==> config.mk <==
export PLATFORM = sky130hd
export DESIGN_NAME = afit_fifo
export DESIGN_NICKNAME = d
export VERILOG_FILES = /design/src/rtl/afit_pkg.sv /design/src/rtl/afit_fifo.sv
export SDC_FILE = /design/constraint.sdc
export NUM_CORES = 1
export LEC_CHECK = 0
export ABC_AREA = 1
export ABC_CLOCK_PERIOD_IN_PS = 3600
export BUFFER_PORTS_ARGS = -buffer_cell sky130_fd_sc_hd__buf_2
export CAP_MARGIN = 20
export CORE_UTILIZATION = 33
export CTS_BUF_LIST = sky130_fd_sc_hd__clkbuf_16
export CTS_CLUSTER_SIZE = 28
export DETAILED_ROUTE_END_ITERATION = 8
export PLACE_DENSITY = 0.49
export SLEW_MARGIN = 20
export SYNTH_ARGS = -nofsm -noshare
export SYNTH_HDL_FRONTEND = slang
export SYNTH_SLANG_ARGS = --single-unit
==> constraint.sdc <==
create_clock -name i_clk -period 3.6 [get_ports i_clk]
set_input_delay 0.72 -clock i_clk [delete_from_list [all_inputs] [get_ports i_clk]]
set_output_delay 0.72 -clock i_clk [all_outputs]
set_load 0.01 [all_outputs]
==> src/rtl/afit_pkg.sv <==
// Shared constants and types of the affine least-squares fit block.
`default_nettype none
package afit_pkg;
    localparam int COORD_BITS = 12;
    localparam int MAX_POINTS = 1024;
    localparam int FRAC_BITS  = 16;
    localparam int IN_W       = 12;
    localparam int OUT_W      = 32;
    localparam int LOG_N      = $clog2(MAX_POINTS);
    localparam int CNT_W      = $clog2(MAX_POINTS + 1);
    localparam int SUM_W      = 2 * COORD_BITS + LOG_N;
    localparam int LIN_W      = COORD_BITS + LOG_N;
    localparam int MIN_W      = 2 * SUM_W + 1;
    localparam int DET_W      = 3 * SUM_W + 3;
    localparam int MAG_W      = DET_W - 1;
    localparam int NUM_W      = MAG_W + FRAC_BITS;
    localparam int STEP_W     = $clog2(NUM_W);
    localparam int FIFO_DEPTH = 4;
    localparam int FIFO_AW    = $clog2(FIFO_DEPTH);
    localparam int FIFO_CW    = $clog2(FIFO_DEPTH + 1);

    typedef struct packed {
        logic                  take;
        logic                  last;
        logic [COORD_BITS-1:0] sx;
        logic [COORD_BITS-1:0] sy;
        logic [COORD_BITS-1:0] dx;
        logic [COORD_BITS-1:0] dy;
    } t_item;

    typedef struct packed {
        logic [SUM_W-1:0] syy;
        logic [SUM_W-1:0] sxy;
        logic [SUM_W-1:0] sxx;
        logic [LIN_W-1:0] sy;
        logic [LIN_W-1:0] sx;
        logic [CNT_W-1:0] n;
        logic [SUM_W-1:0] dy_sy;
        logic [SUM_W-1:0] dy_sx;
        logic [LIN_W-1:0] dy;
        logic [SUM_W-1:0] dx_sy;
        logic [SUM_W-1:0] dx_sx;
        logic [LIN_W-1:0] dx;
        logic             ovf;
    } t_fit;
endpackage
`default_nettype wire

==> src/rtl/afit_fifo.sv <==
// Short queue of classified pairs between intake and accumulation.
`default_nettype none
module afit_fifo (
    input  wire              i_clk,
    input  wire              i_rst_n,
    input  wire              i_push,
    input  afit_pkg::t_item  i_item,
    output logic             o_full,
    input  wire              i_pop,
    output logic             o_valid,
    output afit_pkg::t_item  o_item
);
    afit_pkg::t_item r_mem [afit_pkg::FIFO_DEPTH];
    logic [afit_pkg::FIFO_AW-1:0] r_wp, r_rp;
    logic [afit_pkg::FIFO_CW-1:0] r_cnt;

    assign o_full  = r_cnt == afit_pkg::FIFO_CW'(afit_pkg::FIFO_DEPTH);
    assign o_valid = r_cnt != '0;
    assign o_item  = r_mem[r_rp];

    always_ff @(posedge i_clk) begin
        if (i_push) begin
            r_mem[r_wp] <= i_item;
        end
    end

    always_ff @(posedge i_clk) begin
        if (!i_rst_n) begin
            r_wp  <= '0;
            r_rp  <= '0;
            r_cnt <= '0;
        end else begin
            if (i_push) begin
                r_wp <= r_wp + 1'b1;
            end
            if (i_pop) begin
                r_rp <= r_rp + 1'b1;
            end
            if (i_push && !i_pop) begin
                r_cnt <= r_cnt + 1'b1;
            end else if (!i_push && i_pop) begin
                r_cnt <= r_cnt - 1'b1;
            end
        end
    end
endmodule
`default_nettype wire

# --- After elaboration in Yosys (flattened, before gate mapping) ---
# Memory sizes are Yosys's and may differ from the RTL's. A register that Yosys moved wholly into a read port is not among the register bits.
# Index checks and enable logic that the tools add are counted.
totals:
  in_bits: 54
  n_memories: 1
  regBits: 7
  ram_bits: 200
op_classes:
  n_reduce_logical: 6
  n_eq_ne: 1
  mux: 6
  addsub: 4
memory_table:
  columns: ["name", "words", "word_bits", "rd", "rd_clocked_by_memory_dff", "write_ports", "line", "text"]
  rows:
  - ["r_mem", 4, 50, 1, 1, 1, "afit_fifo.sv:13", "afit_pkg::t_item r_mem [afit_pkg::FIFO_DEPTH];"]
ops:
  columns: ["op", "n"]
  rows:
  - ["3-bit two-way mux", 2]
  - ["2-bit by 1-bit adder with 2-bit output (second input constant)", 2]
  - ["2-bit two-way mux", 2]
  - ["3-bit by 1-bit adder with 3-bit output (second input constant)", 1]
  - ["3-bit == test (second input constant)", 1]
  - ["3-bit nonzero test", 1]
  - ["3-bit by 1-bit subtractor with 3-bit output (second input constant)", 1]
  - ["1-bit logical AND", 2]
  - ["1-bit zero test", 2]
  - ["1-bit two-way mux", 2]
  - ["2-bit nonzero test", 1]

# --- Depth between registers and ports, before layout ---
depth:
  word_depth: 4
  mapped_depth: 10
  mapped_depth_nobuf: 10

# --- Least setup slack after synthesis ---
# No wires, ideal clock.
synth_timing:
  path_type: "input to register"
  start: "in i_push"
  end: "mem r_mem[0][0] (netlist bit) (enable)"
  setup_time_ps: 404
  stages: 2
  arrival_time_ps: 1731
  required_ps: 3196
  path_buffers: 0
  slack_ps: 1464
  path_cell_list: "nand2_1 -> inv_1"
synth_between:
  elab_chain_len: 2
synth_rtl:
  columns: ["item", "line", "text"]
  rows:
  - ["start, declared", "afit_fifo.sv:6", "input wire i_push,"]
  - ["1-bit two-way mux", "afit_fifo.sv:22", "if (i_push) begin"]
  - ["1-bit two-way mux (not written as such)", "afit_fifo.sv:23", "r_mem[r_wp] <= i_item;"]
  - ["end, declared", "afit_fifo.sv:13", null]
# Every way passes these cells.

==> qor.yml <==
timing:
  rsz0062_at_grt: "false"
  tightest_slew_ps: 664
  hold_slack_ps: 439
  post-route-min-period_ps: 2860
  setup_viol: 0
  relSlewSlack_pct: 55.7
  hold_violations: 0
  tns_ps: 0
  skew_ps: 7.12
  max_clock_freq_ghz: 0.349
  post-route-period-util_pct: 79.5
  slew_viol_final: 0
cts:
  cts_hold_buf: 0
  clock_sinks: 209
  cts_setup_buffers: 0
  cts_root_buffer: "clkbuf_16"
  cts_tree: "yes"
  ctsResizeCount: 0
  path_clk_slew_ps: 60
  cts_max_path_buffers: 3
  clk_latency_ps: 490
  cts_buffers: 22
  ctsHtreeMaxLevel: 1
synth:
  synth.most_common_cell: "edfxtp_1"
  synth_top_area_share_pct: 75.1
  synth-main-ff-cell: "edfxtp_1"
  avgSynthCellArea_um2: 14.7
  syn-num-nets: 602
  synth_enable_flop_cells: 200
  yosysWarnings: 0
  synthTopCellsByArea: "edfxtp_1 75%, nor2_1 4.9%, o22ai_1 3.9%"
  async_flop_share_pct: 0
  synth_cell_types: 22
  ys_ff_latch: 209
  syn_inst: 542
  seq_area_frac_synth_pct: 77.4
  yosys-top-cells-count: "200 x edfxtp_1, 105 x nor2_1, 60 x o21ai_1"
  yosysTopAreaCell: "edfxtp_1"
  syn_area_um2: 7990
floorplan:
  start_util_pct: 33.9
  fp.dieW_um: 158
  num_io_pins: 106
  rows: 56
  dieArea_um2: 24900
  fp.coreArea_um2: 23600
  fp.dieH_um: 158
setup_path:
  critical_path.slowest_cell: "inv_2"
  worstPathCellList: "inv_2, buf_4, o21ai_1, o22ai_1, buf_2"
  rrSetupSlack_ps: 1970
  critPathArrivalTime_ps: 2140
  crit_path_start_kind: "register"
  crit_buf_inv: 3
  cp_slowest_stage_delay_ps: 480
  path_class: "register to primary output"
  worstPathMaxFanout: 31
  worstSetupEndpointType: "primary output"
  critPathRequiredTime_ps: 2880
  crit_family: "buffers and inverters"
outcome:
  status: "completed"
global_route:
  grt_pass1_vias: 4679
  antenna_found_initial: 1
  grt_use_total_pct: 13.8
  grt_max_degree: 101
  grt_pass1_wl_um: 25600
  grt_overflow_total: 0
cells_and_area:
  final_core_utilization_pct: 39.7
  syn2layout_area_growth_pct: 17.4
  fin_cells: 983
  drive_gt1_share_pct: 22.6
  final_nets: 707
  fill_cells: 2226
drt:
  drc: 0
  dr.first_iter.drc_count: 244
  dr.pass1.iters: 4
  ant_nets: 0
  routed_wl_um: 16900
  routedWlPerCell_um: 17.2
  avgViaCountPerCell: 4.76
  vias: 4677
flow_run:
  drv_cap: 0
worst_hold_path:
  hp-class: "register to register"
placed_design:
  post-dp-hpwl_um: 9470
  numPlacedInstances: 942
  gp_congestion: 0.703
  port_buffers: 105
power_and_ir_drop:
  peakVddDrop_mv: 0.206
  pwr_density_cell_nw_per_um2: 574
  leakage_uw: 0.00330
[worst register-to-register path: stages, from the launching register on]
cell	delay, ps
dfxtp_1	320
inv_1	120
ha_1	170
nand2_1	60
inv_2	310
buf_12	320
[cell families after synthesis]
| logic type | share of synthesized area [%] |
|---|---|
| AO/OA/AOI/OAI | 10.8 |
| adder cells (fa/ha/maj) | 1.03 |
| buffers and inverters | 5.10 |
| flip-flops | 77.4 |
| AND/OR/NAND/NOR | 5.68 |
[layer usage]
layer | global-route usage, % | share of wire [%]
met1 | 17.1 | 44
met2 | 23.5 | 48
met3 | 3.59 | 6.4
met4 | 4.16 | 1.7
met5 | 0 | 0.071
[through the flow]
| stage | area (um2) | power (uW) | setup WS [ps] |
|---|---|---|---|
| after floorplan | 7990 | 3170 | 1460 |
| after global routing | 9380 | 5610 | 580 |
| final | 9380 | 5380 | 739 |
| after detailed placement | 8710 | 3360 | 1210 |
| after CTS | 9380 | 5460 | 674 |
| after global placement | 8710 | 3350 | 1240 |
[where the power goes]
group	leakage [uW]	total (uW)	switching, uW	internal, uW
sequential	0.00191	2820	41.2	2780
combinational	0.00104	481	315	165
clock	0.000349	2080	864	1220
total	0.00330	5380	1220	4160
[final timing paths]
kind | startpoint | endpoint | depth (start not counted)
worst max-delay path | register | o_item[12] | 5
worst min-delay path | r_rp[1] | register | 1
worst max register to register | r_wp[0] | r_mem[0][27] | 5
worst min register to register | r_rp[1] | register | 1
[layout by cell type, fill, tap and decap left out, drive strengths merged, types with 9 or more instances in the layout]
| cell type | count |
|---|---|
| edfxtp | 200 |
| buf | 112 |
| nor2 | 106 |
| o21ai | 106 |
| o22ai | 50 |
| clkbuf | 23 |
| inv | 22 |
| nand2 | 10 |
| clkinv | 10 |
| dfxtp | 9 |
[flip-flops by register name, summed over array words and instances, names as in the netlist, named ones only]
register and cells:
r_rp 2, r_cnt 3, r_mem 200, r_wp 2
[cell type report]
class                      instances  area (um2)  share of cell area [%]
multi-input combinational        285        1400                    14.9
clock inverter                    17        98.8                    1.05
sequential                       209        6190                    66.0
clock buffer                      23         576                    6.13
tap                              319         399                    4.25
timing repair buffer             112         641                    6.83
antenna                            1        2.50                  0.0267
inverter                          17        76.3                   0.813
No activity file was read; power rests on OpenSTA's default activity.
