--- config.mk ---
export PLATFORM = sky130hd
export DESIGN_NAME = afit_front
export DESIGN_NICKNAME = d
export VERILOG_FILES = /design/src/rtl/afit_pkg.sv /design/src/rtl/afit_front.sv
export SDC_FILE = /design/constraint.sdc
export NUM_CORES = 1
export LEC_CHECK = 0
export ABC_CLOCK_PERIOD_IN_PS = 3860
export BUFFER_PORTS_ARGS = -buffer_cell sky130_fd_sc_hd__buf_2
export CELL_PAD_IN_SITES_DETAIL_PLACEMENT = 0
export CELL_PAD_IN_SITES_GLOBAL_PLACEMENT = 1
export CORE_AREA = 5 5 59 87
export CTS_CLUSTER_DIAMETER = 120
export DETAILED_ROUTE_END_ITERATION = 8
export DIE_AREA = 0 0 64 92
export PLACE_DENSITY = 0.79
export SLEW_MARGIN = 20
export SYNTH_ARGS = -nofsm -noshare
export SYNTH_HDL_FRONTEND = slang
export SYNTH_SLANG_ARGS = --single-unit
--- constraint.sdc ---
create_clock -name i_clk -period 3.86 [get_ports i_clk]
set_input_delay 0.965 -clock i_clk [delete_from_list [all_inputs] [get_ports i_clk]]
set_output_delay 0.965 -clock i_clk [all_outputs]
set_load 0.05 [all_outputs]
--- src/rtl/afit_pkg.sv ---
// Shared constants and types of the affine least-squares fit block.
`default_nettype none
package afit_pkg;
    localparam int COORD_BITS = 12;
    localparam int MAX_POINTS = 1024;
    localparam int FRAC_BITS  = 16;
    localparam int IN_W       = 12;
    localparam int OUT_W      = 32;
    localparam int LOG_N      = $clog2(MAX_POINTS);
    localparam int CNT_W      = $clog2(MAX_POINTS + 1);
    localparam int SUM_W      = 2 * COORD_BITS + LOG_N;
    localparam int LIN_W      = COORD_BITS + LOG_N;
    localparam int MIN_W      = 2 * SUM_W + 1;
    localparam int DET_W      = 3 * SUM_W + 3;
    localparam int MAG_W      = DET_W - 1;
    localparam int NUM_W      = MAG_W + FRAC_BITS;
    localparam int STEP_W     = $clog2(NUM_W);
    localparam int FIFO_DEPTH = 4;
    localparam int FIFO_AW    = $clog2(FIFO_DEPTH);
    localparam int FIFO_CW    = $clog2(FIFO_DEPTH + 1);

    typedef struct packed {
        logic                  take;
        logic                  last;
        logic [COORD_BITS-1:0] sx;
        logic [COORD_BITS-1:0] sy;
        logic [COORD_BITS-1:0] dx;
        logic [COORD_BITS-1:0] dy;
    } t_item;

    typedef struct packed {
        logic [SUM_W-1:0] syy;
        logic [SUM_W-1:0] sxy;
        logic [SUM_W-1:0] sxx;
        logic [LIN_W-1:0] sy;
        logic [LIN_W-1:0] sx;
        logic [CNT_W-1:0] n;
        logic [SUM_W-1:0] dy_sy;
        logic [SUM_W-1:0] dy_sx;
        logic [LIN_W-1:0] dy;
        logic [SUM_W-1:0] dx_sy;
        logic [SUM_W-1:0] dx_sx;
        logic [LIN_W-1:0] dx;
        logic             ovf;
    } t_fit;
endpackage
`default_nettype wire

--- src/rtl/afit_front.sv ---
// Intake: accepts transactions, counts pairs and marks each as kept or dropped.
`default_nettype none
module afit_front (
    input  wire                    i_clk,
    input  wire                    i_rst_n,
    input  wire                    i_valid,
    output logic                   o_ready,
    input  wire [afit_pkg::IN_W-1:0] i_src_x,
    input  wire [afit_pkg::IN_W-1:0] i_src_y,
    input  wire [afit_pkg::IN_W-1:0] i_dst_x,
    input  wire [afit_pkg::IN_W-1:0] i_dst_y,
    input  wire                    i_last_pair,
    input  wire                    i_full,
    output logic                   o_push,
    output afit_pkg::t_item        o_item
);
    logic [afit_pkg::CNT_W-1:0] r_cnt, n_cnt;
    logic take;

    assign o_ready = !i_full;
    assign o_push  = i_valid && !i_full;
    assign take    = r_cnt < afit_pkg::CNT_W'(afit_pkg::MAX_POINTS);

    always_comb begin
        o_item.take = take;
        o_item.last = i_last_pair;
        o_item.sx   = i_src_x[afit_pkg::COORD_BITS-1:0];
        o_item.sy   = i_src_y[afit_pkg::COORD_BITS-1:0];
        o_item.dx   = i_dst_x[afit_pkg::COORD_BITS-1:0];
        o_item.dy   = i_dst_y[afit_pkg::COORD_BITS-1:0];
        n_cnt = r_cnt;
        if (o_push) begin
            if (i_last_pair) begin
                n_cnt = '0;
            end else if (take) begin
                n_cnt = r_cnt + 1'b1;
            end
        end
    end

    always_ff @(posedge i_clk) begin
        if (!i_rst_n) begin
            r_cnt <= '0;
        end else begin
            r_cnt <= n_cnt;
        end
    end
endmodule
`default_nettype wire

==> Yosys cells after proc, flatten, opt, wreduce, memory -nomap -nowiden <==
Cells that the tools add are included.
{ "totals": {"register_bits": 11, "in_bits": 53} }
{ "op_classes": {"add_sub_neg": 1, "order_cmp": 1, "muxes": 2, "reduce_logical": 4} }
{ "op_table": {"columns": ["op", "n"], "rows": [
  ["$mux 11", 2],
  ["$add 11x1->11 const B", 1],
  ["$lt 11x11->1 const B", 1],
  ["$reduce_and 2->1", 1],
  ["$reduce_bool 2->1", 1],
  ["$logic_and 1x1->1", 1],
  ["$logic_not 1->1", 1]
]} }

==> Logic depth before layout (Yosys ltp) <==
{ "depth": {"ltp_word": 3, "depth_mapped": 6, "depth_no_buf": 5} }

==> Worst setup path before layout <==
OpenSTA, ideal clock, no wires.
{ "synth_timing": {"path_type": "input -> output", "start": "input i_full", "end": "output o_push", "arrival_time_ns": 1.299, "t_required_ns": 2.895, "slack_ns": 1.596, "stages": 3, "path_buffers": 1, "cell_sequence": "nand2b_4 -> buf_6 -> clkinv_8"} }
{ "synth_via": {"elab_chain_cells": 2} }
{ "synth_lines": {"columns": ["item", "line_no", "rtl"], "rows": [
  ["from (decl)", "afit_front.sv:13", "input wire i_full,"],
  ["$logic_not 1->1", "afit_front.sv:21", "assign o_push = i_valid && !i_full;"],
  ["$logic_and 1x1->1", "afit_front.sv:21", null],
  ["to (decl)", "afit_front.sv:14", "output logic o_push,"]
]} }
Every way passes these cells.

==> Worst setup path in the final report <==
Same ends and word-level chain as after synthesis.

==> flow_metrics.env <==
export IMPL_run_status="finished, final reports clean"
export IMPL_num_antenna_cells=0
export IMPL_top_registers="r_cnt x11"
export IMPL_place_inst=117
export IMPL_die_area_um2=5888
export IMPL_cp_start_kind="input port"
export IMPL_antenna_found_initial=0
export IMPL_tightestPinTransition_ps=380.2
export IMPL_cp_max_fo=8
export IMPL_rsz0062_at_grt="no"
export IMPL_grt_ovfl_total=0
export IMPL_floorplan_die_width_um=64
export IMPL_timing_slew_headroom_pct=74.60
export IMPL_netlist_top_cell_by_area="sky130_fd_sc_hd__buf_4"
export IMPL_route_final_wire_length_um=1550
export IMPL_synth_edf_count=0
export IMPL_portBuffers=8
export IMPL_cts_tree="yes"
export IMPL_first_global_vias=549
export IMPL_ios=105
export IMPL_synth_async_sr_flop_share_pct=0
export IMPL_met1_length_um=504
export IMPL_timing_critical_path_required_ps=2890
export IMPL_hold_viol=0
export IMPL_synth_top_area_share_pct=39.58
export IMPL_drive_above_1_share_pct=21.33
export IMPL_timing_final_crit_share_pct=66.71
export IMPL_postCtsResizedCells=0
export IMPL_timing_critical_path_to_type="primary output"
export IMPL_wl_met3_um=190
export IMPL_grt_start_max_net_pins=10
export IMPL_detail_route_wl_per_cell_um=12.81
export IMPL_yosysSeqAreaShare_pct=23.22
export IMPL_dr_total_vias=517
export IMPL_cellLeakagePower_nw=0.2322
export IMPL_synthFlopType="sky130_fd_sc_hd__dfxtp_1"
export IMPL_total_track_usage_pct=5.768
export IMPL_hold_class="reg2reg"
export IMPL_worstSkewPairLatency_ps=250
export IMPL_synth_top_cells_by_area="sky130_fd_sc_hd__buf_4, sky130_fd_sc_hd__dfxtp_1, sky130_fd_sc_hd__xnor2_1"
export IMPL_clockRootBuffer="sky130_fd_sc_hd__clkbuf_8"
export IMPL_yosys_cell_count_top_type="sky130_fd_sc_hd__buf_4"
export IMPL_syn_area_um2=948.4
export IMPL_synthesis_nets=168
export IMPL_timing_reg2reg_setup_slack_ps=2480
export IMPL_hpwl_um=1148
export IMPL_clk_transition_reported_paths_ps=50
export IMPL_number_of_post_cts_setup_repair_buffers=0
export IMPL_antenna_left=0
export IMPL_start_util_pct=22.34
export IMPL_gp_routability_congestion=0.7292
export IMPL_holdWs_ps=496.2
export IMPL_worst_endpoint_arrival_ps=1610
export IMPL_irDropWorstVdd_uv=185.1
export IMPL_max_capacitance_violation_count=0
export IMPL_clock_sinks=11
export IMPL_cts_root_to_sink_buffers=2
export IMPL_core_area_um2=4245
export IMPL_placement_rows=29
export IMPL_ctsHoldBuffers=0
export IMPL_timing_setup_critical_path_class="in2out"
export IMPL_ys_top_cells_by_count="sky130_fd_sc_hd__buf_4, sky130_fd_sc_hd__dfxtp_1, sky130_fd_sc_hd__nor2_1, sky130_fd_sc_hd__xnor2_1"
export IMPL_drt_pass1_iter_count=2
export IMPL_drt_vias_per_instance=4.273
export IMPL_floorplan_die_height_um=92
export IMPL_dr_first_iter_drc_count=12
export IMPL_top_layer="met4"
export IMPL_largest_register_ff_count=11
export IMPL_fin_nets=130
export IMPL_drc=0
export IMPL_dr_wl_met2_um=621
export IMPL_synth_avg_cell_area_um2=8.319
export IMPL_period_minus_slack_ps=2575
export IMPL_cts_buffers=3
export IMPL_yosys_warnings=0
export IMPL_synth_cell_types=25
export IMPL_clock_skew_ps=7.053
export IMPL_timing_final_setup_violations=0
export IMPL_htreeDepth=1
export IMPL_layout_cells_non_filler=121
export IMPL_area_growth_synth_to_final_pct=-25.73
export IMPL_powerDensity_nw_per_um2=365.3
export IMPL_maxSlewViolCount=0
export IMPL_maxClockFrequency_mhz=388.4
export IMPL_grt_first_pass_wirelength_um=2490
export IMPL_synthCells=114
export IMPL_ys_seq_elements=11
export IMPL_totalNegativeSetupSlack_ps=0
export IMPL_largest_register="r_cnt"
-- stage by stage --
step	util [%]	cell area (µm²)	setup slack, ps	total power [mW]
floorplan	-	948.4	1596	0.2689
global placement	15.53	659.4	1286	0.1397
detailed placement	15.53	659.4	1285	0.1396
CTS	16.59	704.4	1282	0.2610
global route	16.59	704.4	1254	0.2678
finish	16.59	704.4	1285	0.2574
-- where the power goes --
| part | total (mW) | internal [mW] | switching, mW |
|---|---|---|---|
| logic | 0.0214 | 0.00639 | 0.0150 |
| registers | 0.116 | 0.115 | 0.00105 |
| clock network | 0.120 | 0.0728 | 0.0474 |
| total | 0.257 | 0.194 | 0.0634 |
-- metal layers --
layer  track usage [%]  up-vias
li1                  -      243
met1             4.713      217
met2             6.963       22
met3             2.078       35
met4             12.13        0
met5                 0        -
-- logic make-up (layout without fill, tap and decap cells) --
family                     after synthesis  in the layout  share of synthesized area (%)
buffers and inverters                   55             16                          43.67
and+or+nand+nor                         31             31                          20.45
DFF                                     11             11                          23.22
AOI/OAI and AO/OA                       10             10                          5.804
xor gates and xnor gates                 6              6                          5.541
adders and majority gates                1              1                          1.319
-- cell usage in the layout (no fill, tap or decap) --
cell type                  count
sky130_fd_sc_hd__nand4_1       3
sky130_fd_sc_hd__nor3_1        2
sky130_fd_sc_hd__o21ai_0       4
sky130_fd_sc_hd__nand4_4       1
sky130_fd_sc_hd__inv_1         3
sky130_fd_sc_hd__xor2_1        1
sky130_fd_sc_hd__nor2b_1       1
sky130_fd_sc_hd__and3_1        1
sky130_fd_sc_hd__a21oi_1       4
sky130_fd_sc_hd__nand2b_4      1
sky130_fd_sc_hd__clkbuf_1      1
sky130_fd_sc_hd__dfxtp_1      11
sky130_fd_sc_hd__nand3_1       3
sky130_fd_sc_hd__clkbuf_8      3
sky130_fd_sc_hd__xnor2_1       5
sky130_fd_sc_hd__a21boi_0      2
sky130_fd_sc_hd__or3_1         2
sky130_fd_sc_hd__clkinv_8      1
sky130_fd_sc_hd__nor2_1        8
sky130_fd_sc_hd__nor4_2        2
sky130_fd_sc_hd__and2_1        1
sky130_fd_sc_hd__ha_1          1
sky130_fd_sc_hd__nand3b_1      1
sky130_fd_sc_hd__nand2_1       4
sky130_fd_sc_hd__buf_2         8
sky130_fd_sc_hd__nand2b_1      1
-- final timing paths --
check | from | to | depth (start not counted)
worst max register to register | r_cnt[0]$_SDFFE_PN0P_ | r_cnt[6]$_SDFFE_PN0P_ | 5
worst min-delay path | r_cnt[9]$_SDFFE_PN0P_ | r_cnt[9]$_SDFFE_PN0P_ | 2
worst min register to register | r_cnt[9]$_SDFFE_PN0P_ | r_cnt[9]$_SDFFE_PN0P_ | 2
worst max-delay path | i_full | o_push | 4
-- final cells by class --
type                            instances  area [µm²]
Clock buffer                            4       45.04
Timing Repair Buffer                    8       40.04
Sequential cell                        11       220.2
Tap cell                               46       57.56
Multi-Input combinational cell         48       314.1
Inverter                                4       27.53
Fill cell                             456        3541
-- worst max-delay path, stage by stage --
cell and delay (ps):
sky130_fd_sc_hd__buf_2 110, sky130_fd_sc_hd__nand2b_4 200, sky130_fd_sc_hd__clkinv_8 80, sky130_fd_sc_hd__buf_2 260
(Power assumes the default switching activity.)
