File: config.mk
export PLATFORM = sky130hd
export DESIGN_NAME = afit_acc
export DESIGN_NICKNAME = d
export VERILOG_FILES = /design/src/rtl/afit_pkg.sv /design/src/rtl/afit_acc.sv
export SDC_FILE = /design/constraint.sdc
export NUM_CORES = 2
export LEC_CHECK = 0
export BUFFER_PORTS_ARGS = -buffer_cell sky130_fd_sc_hd__buf_2
export CAP_MARGIN = 20
export CELL_PAD_IN_SITES_DETAIL_PLACEMENT = 0
export CELL_PAD_IN_SITES_GLOBAL_PLACEMENT = 1
export CORE_ASPECT_RATIO = 2
export CORE_MARGIN = 2
export CORE_UTILIZATION = 39
export DETAILED_ROUTE_END_ITERATION = 7
export PLACE_DENSITY = 0.71
export SETUP_SLACK_MARGIN = 0.1
export SYNTH_ARGS = -nofsm -noshare
export SYNTH_HDL_FRONTEND = slang
export SYNTH_SLANG_ARGS = --single-unit
File: constraint.sdc
create_clock -name i_clk -period 40.9 [get_ports i_clk]
set_input_delay 12.27 -clock i_clk [delete_from_list [all_inputs] [get_ports i_clk]]
set_output_delay 12.27 -clock i_clk [all_outputs]
set_load 0.05 [all_outputs]
File: src/rtl/afit_pkg.sv
// Shared constants and types of the affine least-squares fit block.
`default_nettype none
package afit_pkg;
    localparam int COORD_BITS = 12;
    localparam int MAX_POINTS = 1024;
    localparam int FRAC_BITS  = 16;
    localparam int IN_W       = 12;
    localparam int OUT_W      = 32;
    localparam int LOG_N      = $clog2(MAX_POINTS);
    localparam int CNT_W      = $clog2(MAX_POINTS + 1);
    localparam int SUM_W      = 2 * COORD_BITS + LOG_N;
    localparam int LIN_W      = COORD_BITS + LOG_N;
    localparam int MIN_W      = 2 * SUM_W + 1;
    localparam int DET_W      = 3 * SUM_W + 3;
    localparam int MAG_W      = DET_W - 1;
    localparam int NUM_W      = MAG_W + FRAC_BITS;
    localparam int STEP_W     = $clog2(NUM_W);
    localparam int FIFO_DEPTH = 4;
    localparam int FIFO_AW    = $clog2(FIFO_DEPTH);
    localparam int FIFO_CW    = $clog2(FIFO_DEPTH + 1);

    typedef struct packed {
        logic                  take;
        logic                  last;
        logic [COORD_BITS-1:0] sx;
        logic [COORD_BITS-1:0] sy;
        logic [COORD_BITS-1:0] dx;
        logic [COORD_BITS-1:0] dy;
    } t_item;

    typedef struct packed {
        logic [SUM_W-1:0] syy;
        logic [SUM_W-1:0] sxy;
        logic [SUM_W-1:0] sxx;
        logic [LIN_W-1:0] sy;
        logic [LIN_W-1:0] sx;
        logic [CNT_W-1:0] n;
        logic [SUM_W-1:0] dy_sy;
        logic [SUM_W-1:0] dy_sx;
        logic [LIN_W-1:0] dy;
        logic [SUM_W-1:0] dx_sy;
        logic [SUM_W-1:0] dx_sx;
        logic [LIN_W-1:0] dx;
        logic             ovf;
    } t_fit;
endpackage
`default_nettype wire

File: src/rtl/afit_acc.sv
// Normal-equation accumulation; hands the finished sums to the solver.
`default_nettype none
module afit_acc (
    input  wire              i_clk,
    input  wire              i_rst_n,
    input  wire              i_valid,
    input  afit_pkg::t_item  i_item,
    output logic             o_pop,
    input  wire              i_idle,
    output logic             o_start,
    output afit_pkg::t_fit   o_fit
);
    afit_pkg::t_fit r_fit, n_fit;
    logic [2*afit_pkg::COORD_BITS-1:0] p_yy, p_xy, p_xx, p_dysy, p_dysx, p_dxsy, p_dxsx;

    assign o_pop   = i_valid && (!i_item.last || i_idle);
    assign o_start = o_pop && i_item.last;
    assign o_fit   = n_fit;

    always_comb begin
        p_yy   = i_item.sy * i_item.sy;
        p_xy   = i_item.sx * i_item.sy;
        p_xx   = i_item.sx * i_item.sx;
        p_dysy = i_item.dy * i_item.sy;
        p_dysx = i_item.dy * i_item.sx;
        p_dxsy = i_item.dx * i_item.sy;
        p_dxsx = i_item.dx * i_item.sx;
        n_fit = r_fit;
        if (i_item.take) begin
            n_fit.syy   = r_fit.syy + afit_pkg::SUM_W'(p_yy);
            n_fit.sxy   = r_fit.sxy + afit_pkg::SUM_W'(p_xy);
            n_fit.sxx   = r_fit.sxx + afit_pkg::SUM_W'(p_xx);
            n_fit.sy    = r_fit.sy + afit_pkg::LIN_W'(i_item.sy);
            n_fit.sx    = r_fit.sx + afit_pkg::LIN_W'(i_item.sx);
            n_fit.n     = r_fit.n + 1'b1;
            n_fit.dy_sy = r_fit.dy_sy + afit_pkg::SUM_W'(p_dysy);
            n_fit.dy_sx = r_fit.dy_sx + afit_pkg::SUM_W'(p_dysx);
            n_fit.dy    = r_fit.dy + afit_pkg::LIN_W'(i_item.dy);
            n_fit.dx_sy = r_fit.dx_sy + afit_pkg::SUM_W'(p_dxsy);
            n_fit.dx_sx = r_fit.dx_sx + afit_pkg::SUM_W'(p_dxsx);
            n_fit.dx    = r_fit.dx + afit_pkg::LIN_W'(i_item.dx);
        end else begin
            n_fit.ovf = 1'b1;
        end
    end

    always_ff @(posedge i_clk) begin
        if (!i_rst_n) begin
            r_fit <= '0;
        end else if (o_pop) begin
            r_fit <= i_item.last ? '0 : n_fit;
        end
    end
endmodule
`default_nettype wire

### Yosys cells after proc, flatten, opt, wreduce, memory -nomap -nowiden

Cells that the tools add are included.

| word-level totals | value |
|---|---|
| flip-flop bits (word level) | 338 |
| bits of input ports | 54 |
| output and inout port bits | 340 |
| logic and storage cells | 39 |

| operators by class | value |
|---|---|
| add/subtract/negate cells | 12 |
| multipliers | 7 |
| muxes and demuxes | 3 |
| reduce and logical (&&, ||, !) cells | 4 |

Operators with widths:

| cell | number |
|---|---|
| $mux W338 | 1 |
| $mux W337 | 1 |
| $add A34 B24 Y34 | 7 |
| $mul A12 B12 Y24 | 7 |
| $add A22 B12 Y22 | 4 |
| $add A11 B1 Y11 const B | 1 |
| $logic_and A1 B1 Y1 | 2 |
| $logic_not A1 Y1 | 1 |
| $logic_or A1 B1 Y1 | 1 |
| $mux W1 | 1 |

### Longest topological paths before layout

| logic depth | value |
|---|---|
| depth in word-level cells | 4 |
| mapped depth | 24 |
| depth with buffers taken out | 22 |

### Least setup slack after synthesis

OpenSTA, ideal clock, no wires.

| timing path | value |
|---|---|
| kind | input port to output port |
| start | in i_item[27] (netlist name) |
| end | out o_fit[79] (netlist name) |
| arrival | 18.356 ns |
| data required time | 28.630 ns |
| path slack | 10.274 ns |
| stages on the path | 20 |
| buffers on the path | 2 |
| cells stage by stage | clkbuf_1 -> clkbuf_1 -> nand2_1 -> fa_1 -> fa_1 -> inv_1 -> fa_1 -> fa_1 -> inv_1 -> fa_1 -> inv_1 -> ha_1 -> a21o_1 -> a21oi_1 -> nand2b_1 -> a41o_1 -> nand2_1 -> o21ai_1 -> a21boi_2 -> o311ai_0 |

RTL lines:

| what | RTL line | source |
|---|---|---|
| start, declared | afit_acc.sv:7 | `input afit_pkg::t_item i_item,` |
| end, declared | afit_acc.sv:11 | `output afit_pkg::t_fit o_fit` |

==> summary.md <==
| Metric | Value |
|---|---|
| CTS Buf Count | `45` |
| Syn_nets | `roughly 8,200` |
| Most frequent cell after synthesis | `inv_1` |
| Post-synth top flop | `dfxtp_1` |
| Most flops, register | `r_fit` |
| Fin nets | `roughly 8,300` |
| P&R area growth vs syn | `9.34%` |
| Post-DP HPWL | `around 130,000 um` |
| Max stage delay on crit path | `slightly below 0.9 ns` |
| Launching point of the worst reg2reg path | `r_fit[311]` |
| YS warnings | `0` |
| Critical path endpoint category | `primary output` |
| GRT Resource Usage Total | `24.6%` |
| CTS resizes | `0` |
| Die W | `about 270 um` |
| F_max | `31.9 MHz` |
| Worst slew margin | `22.8%` |
| Mapped Cells | `6,763` |
| Synth Area in Compound Gates | `about an eighth` |
| Arr. time, crit path | `19.12 ns` |
| Pin count of the biggest net entering global routing | `127` |
| Final period demand of the worst path | `approximately 31 ns` |
| XOR/XNOR Fraction of Synth Area | `4.44%` |
| Antenna violation net count after detailed routing | `0` |
| CTS tree | `built` |
| 1st-pass router iterations | `6` |
| Final setup TNS | `0 ns` |
| Setup crit start | `i_item[30]` |
| CTS Buffer Depth | `3` |
| Seq/Total Area, Yosys | `between 10% and 20%` |
| DIE AREA | `148,000 um^2` |
| Clock Skews | `about 0.031 ns` |
| Vias post-DR | `~47,000` |
| Largest family of logic cells by synthesized area | `adder cells` |
| Avg Cell Area, Syn | `~8.3 um^2` |
| Root buf cell | `clkbuf_16` |
| Critical-path cell list | `buf_2 -> buf_4 -> nand2_1 -> inv_1 -> fa_1 -> fa_1 -> inv_1 -> fa_1 -> inv_1 -> fa_1 -> inv_1 -> fa_1 -> inv_1 -> ha_1 -> and3_1 -> nand3_1 -> o21ai_0 -> a211oi_2 -> a311oi_1 -> o31a_1 -> and2_1 -> nand2_1 -> xnor2_1 -> buf_2` |
| Kind of critical path | `in2out` |
| Post-route DRC | `0` |
| Vias in the first global route | `approximately 50,000` |
| Fillers | `14,600` |
| Post-synth top cells | `inv_1, fa_1, nand2_1, ha_1, and2_1` |
| Initial antenna violation count | `10` |
| Pins Over Slew Limit | `0` |
| Fin. Hold Viols | `0` |
| Register Area | `slightly below 7000 um^2` |
| Post-Synth Simple-Gate Area | `15.8%` |
| Vias per inst | `5.28` |
| Routed WL per cell | `about 20 um` |
| Port bufs | `between 300 and 400` |
| Max cap viols | `0` |
| Post-synth EDFFs | `0` |
| I/O pins | `about 390` |
| Hold_buf cts | `0` |
| CP Max Fanout | `49` |
| DR iter-0 viols | `around 2,400` |
| Site Rows | `roughly 200` |
| Max reg flops | `between 300 and 400` |
| CP max stage cell | `a311oi_1` |
| Worst Tran Pin Value | `roughly 1.2 ns` |
| R2R setup slack | `35.16 ns` |
| Share of cells above drive strength 1 | `between 10% and 20%` |
| Synth Register Bits | `around 340` |
| Core Region | `roughly 140,000 um^2` |
| Tcrit/Tclk final | `76.7%` |
| Async S/R FF share, synth | `0%` |
| Regs by FF count | `r_fit (338)` |
| # setup viols final | `0` |
| Initial Util | `39.2%` |
| Hold Crit Class | `reg2reg` |
| R2r worst-path depth | `17` |
| Area of the multi-input gates | `~43,000 um^2` |
| Top cell type's share of synthesized area | `29.0%` |
| CP endpoint | `o_fit[333]` |
| Clock sinks | `338` |
| RSZ-0062 raised after global routing | `false` |
| First-pass GRT wire length | `~280,000 um` |
| Largest area contributor in the netlist | `fa_1` |
| Synth top area cells | `fa_1, dfxtp_1, ha_1, inv_1, nand2_1` |
| Gpl congestion | `~0.86` |
| GR Overflow Total | `0` |
| Cell Area, Synth | `56,400 um^2` |
| Post-CTS Setup Inserts | `0` |
| Mux share of post-synthesis cell area | `under 10%` |
| H-tree depth | `2` |
| WP data required | `28.63 ns` |
| Die height | `542 um` |
| Status | `finished clean` |
| Later-pin clock latency in the skew report | `0.64 ns` |
| Clock-pin slew on the worst setup and hold paths | `approximately 0.06 ns` |
| WL final | `between 150,000 and 200,000 um` |
| Synth cell types | `92` |
| Reg-to-reg critical path endpoint | `r_fit[337]` |
| CP Launch Type | `input pin` |
| Post-Synth Adder-Cell Area | `approximately two fifths` |
==> logic make-up (layout without fill, tap and decap cells) <==
group | after synthesis | count (layout)
multiplexers | 147 | 147
other | 0 | 4
buffers and inverters | 1729 | 1938
flip-flops | 338 | 338
XOR/XNOR | 286 | 286
AND/OR/NAND/NOR | 1834 | 1834
adder cells (fa/ha/maj) | 1340 | 1340
AO/OA/AOI/OAI | 1089 | 1089
==> final cells by class <==
class,instances,share of cell area [%]
clock buffers,54,1.96
flip-flops and latches,338,11.0
inverters,1404,8.56
diodes,4,0.0162
well taps,1890,3.84
multi-input cells,4696,70.0
repair buffers,452,4.00
clock inverters,28,0.591
==> metal layers <==
layer	vias to the layer above	global-route usage, %	wire length (um)
met5	-	0	41
met4	6	6.32	4470
met3	195	3.90	9880
met2	1121	44.6	91500
met1	23800	29.9	72300
li1	21700	-	-
==> cells in the final DEF, fill, tap and decap left out, types with 45 or more instances in the layout <==
master,count
xor2_1,98
xnor2_1,188
inv_1,1400
nand2_1,756
buf_2,391
nand3_1,114
nor2_1,234
fa_1,817
a22oi_1,72
dfxtp_1,338
o21ai_0,231
a21o_1,105
ha_1,523
and3_1,67
and2_1,427
mux2_2,136
a22o_1,89
a21oi_1,295
clkbuf_16,45
a31oi_1,48
buf_4,57
==> worst min path at each step <==
stage,startpoint,endpoint,slack (ns),cells past startpoint
finish,r_fit[25],r_fit[25],0.45,2
detailed placement,r_fit[25],r_fit[25],0.45,2
global route,r_fit[25],r_fit[25],0.47,2
CTS,r_fit[25],r_fit[25],0.46,2
floorplan,r_fit[0],r_fit[0],0.42,2
global placement,r_fit[0],r_fit[0],0.43,2
==> critical path: cells and delay by family <==
kind / cells / cell delay (ns)
simple gates: 5 / 0.85
fa+ha+maj: 6 / 2.78
compound gates: 4 / 1.66
xor+xnor: 1 / 0.21
buf+inv: 8 / 1.25
==> per-stage QoR <==
| stage | util, % | cell area [um^2] | hold slack (ns) | std cells | setup WS [ns] |
|---|---|---|---|---|---|
| after detailed placement | 41.8 | 60000 | 0.447 | 8779 | 9.56 |
| final | 42.9 | 61600 | 0.453 | 8866 | 9.51 |
| after global placement | 41.8 | 60000 | 0.432 | 8778 | 9.57 |
| after CTS | 42.9 | 61600 | 0.456 | 8861 | 9.53 |
| after floorplan | - | 56400 | 0.416 | 6763 | 10.27 |
| after global routing | 42.9 | 61600 | 0.469 | 8863 | 9.16 |
Power is left out: the tool's default activity adds up to more than one toggle a clock period on the data nets, which glitch-free logic cannot reach.
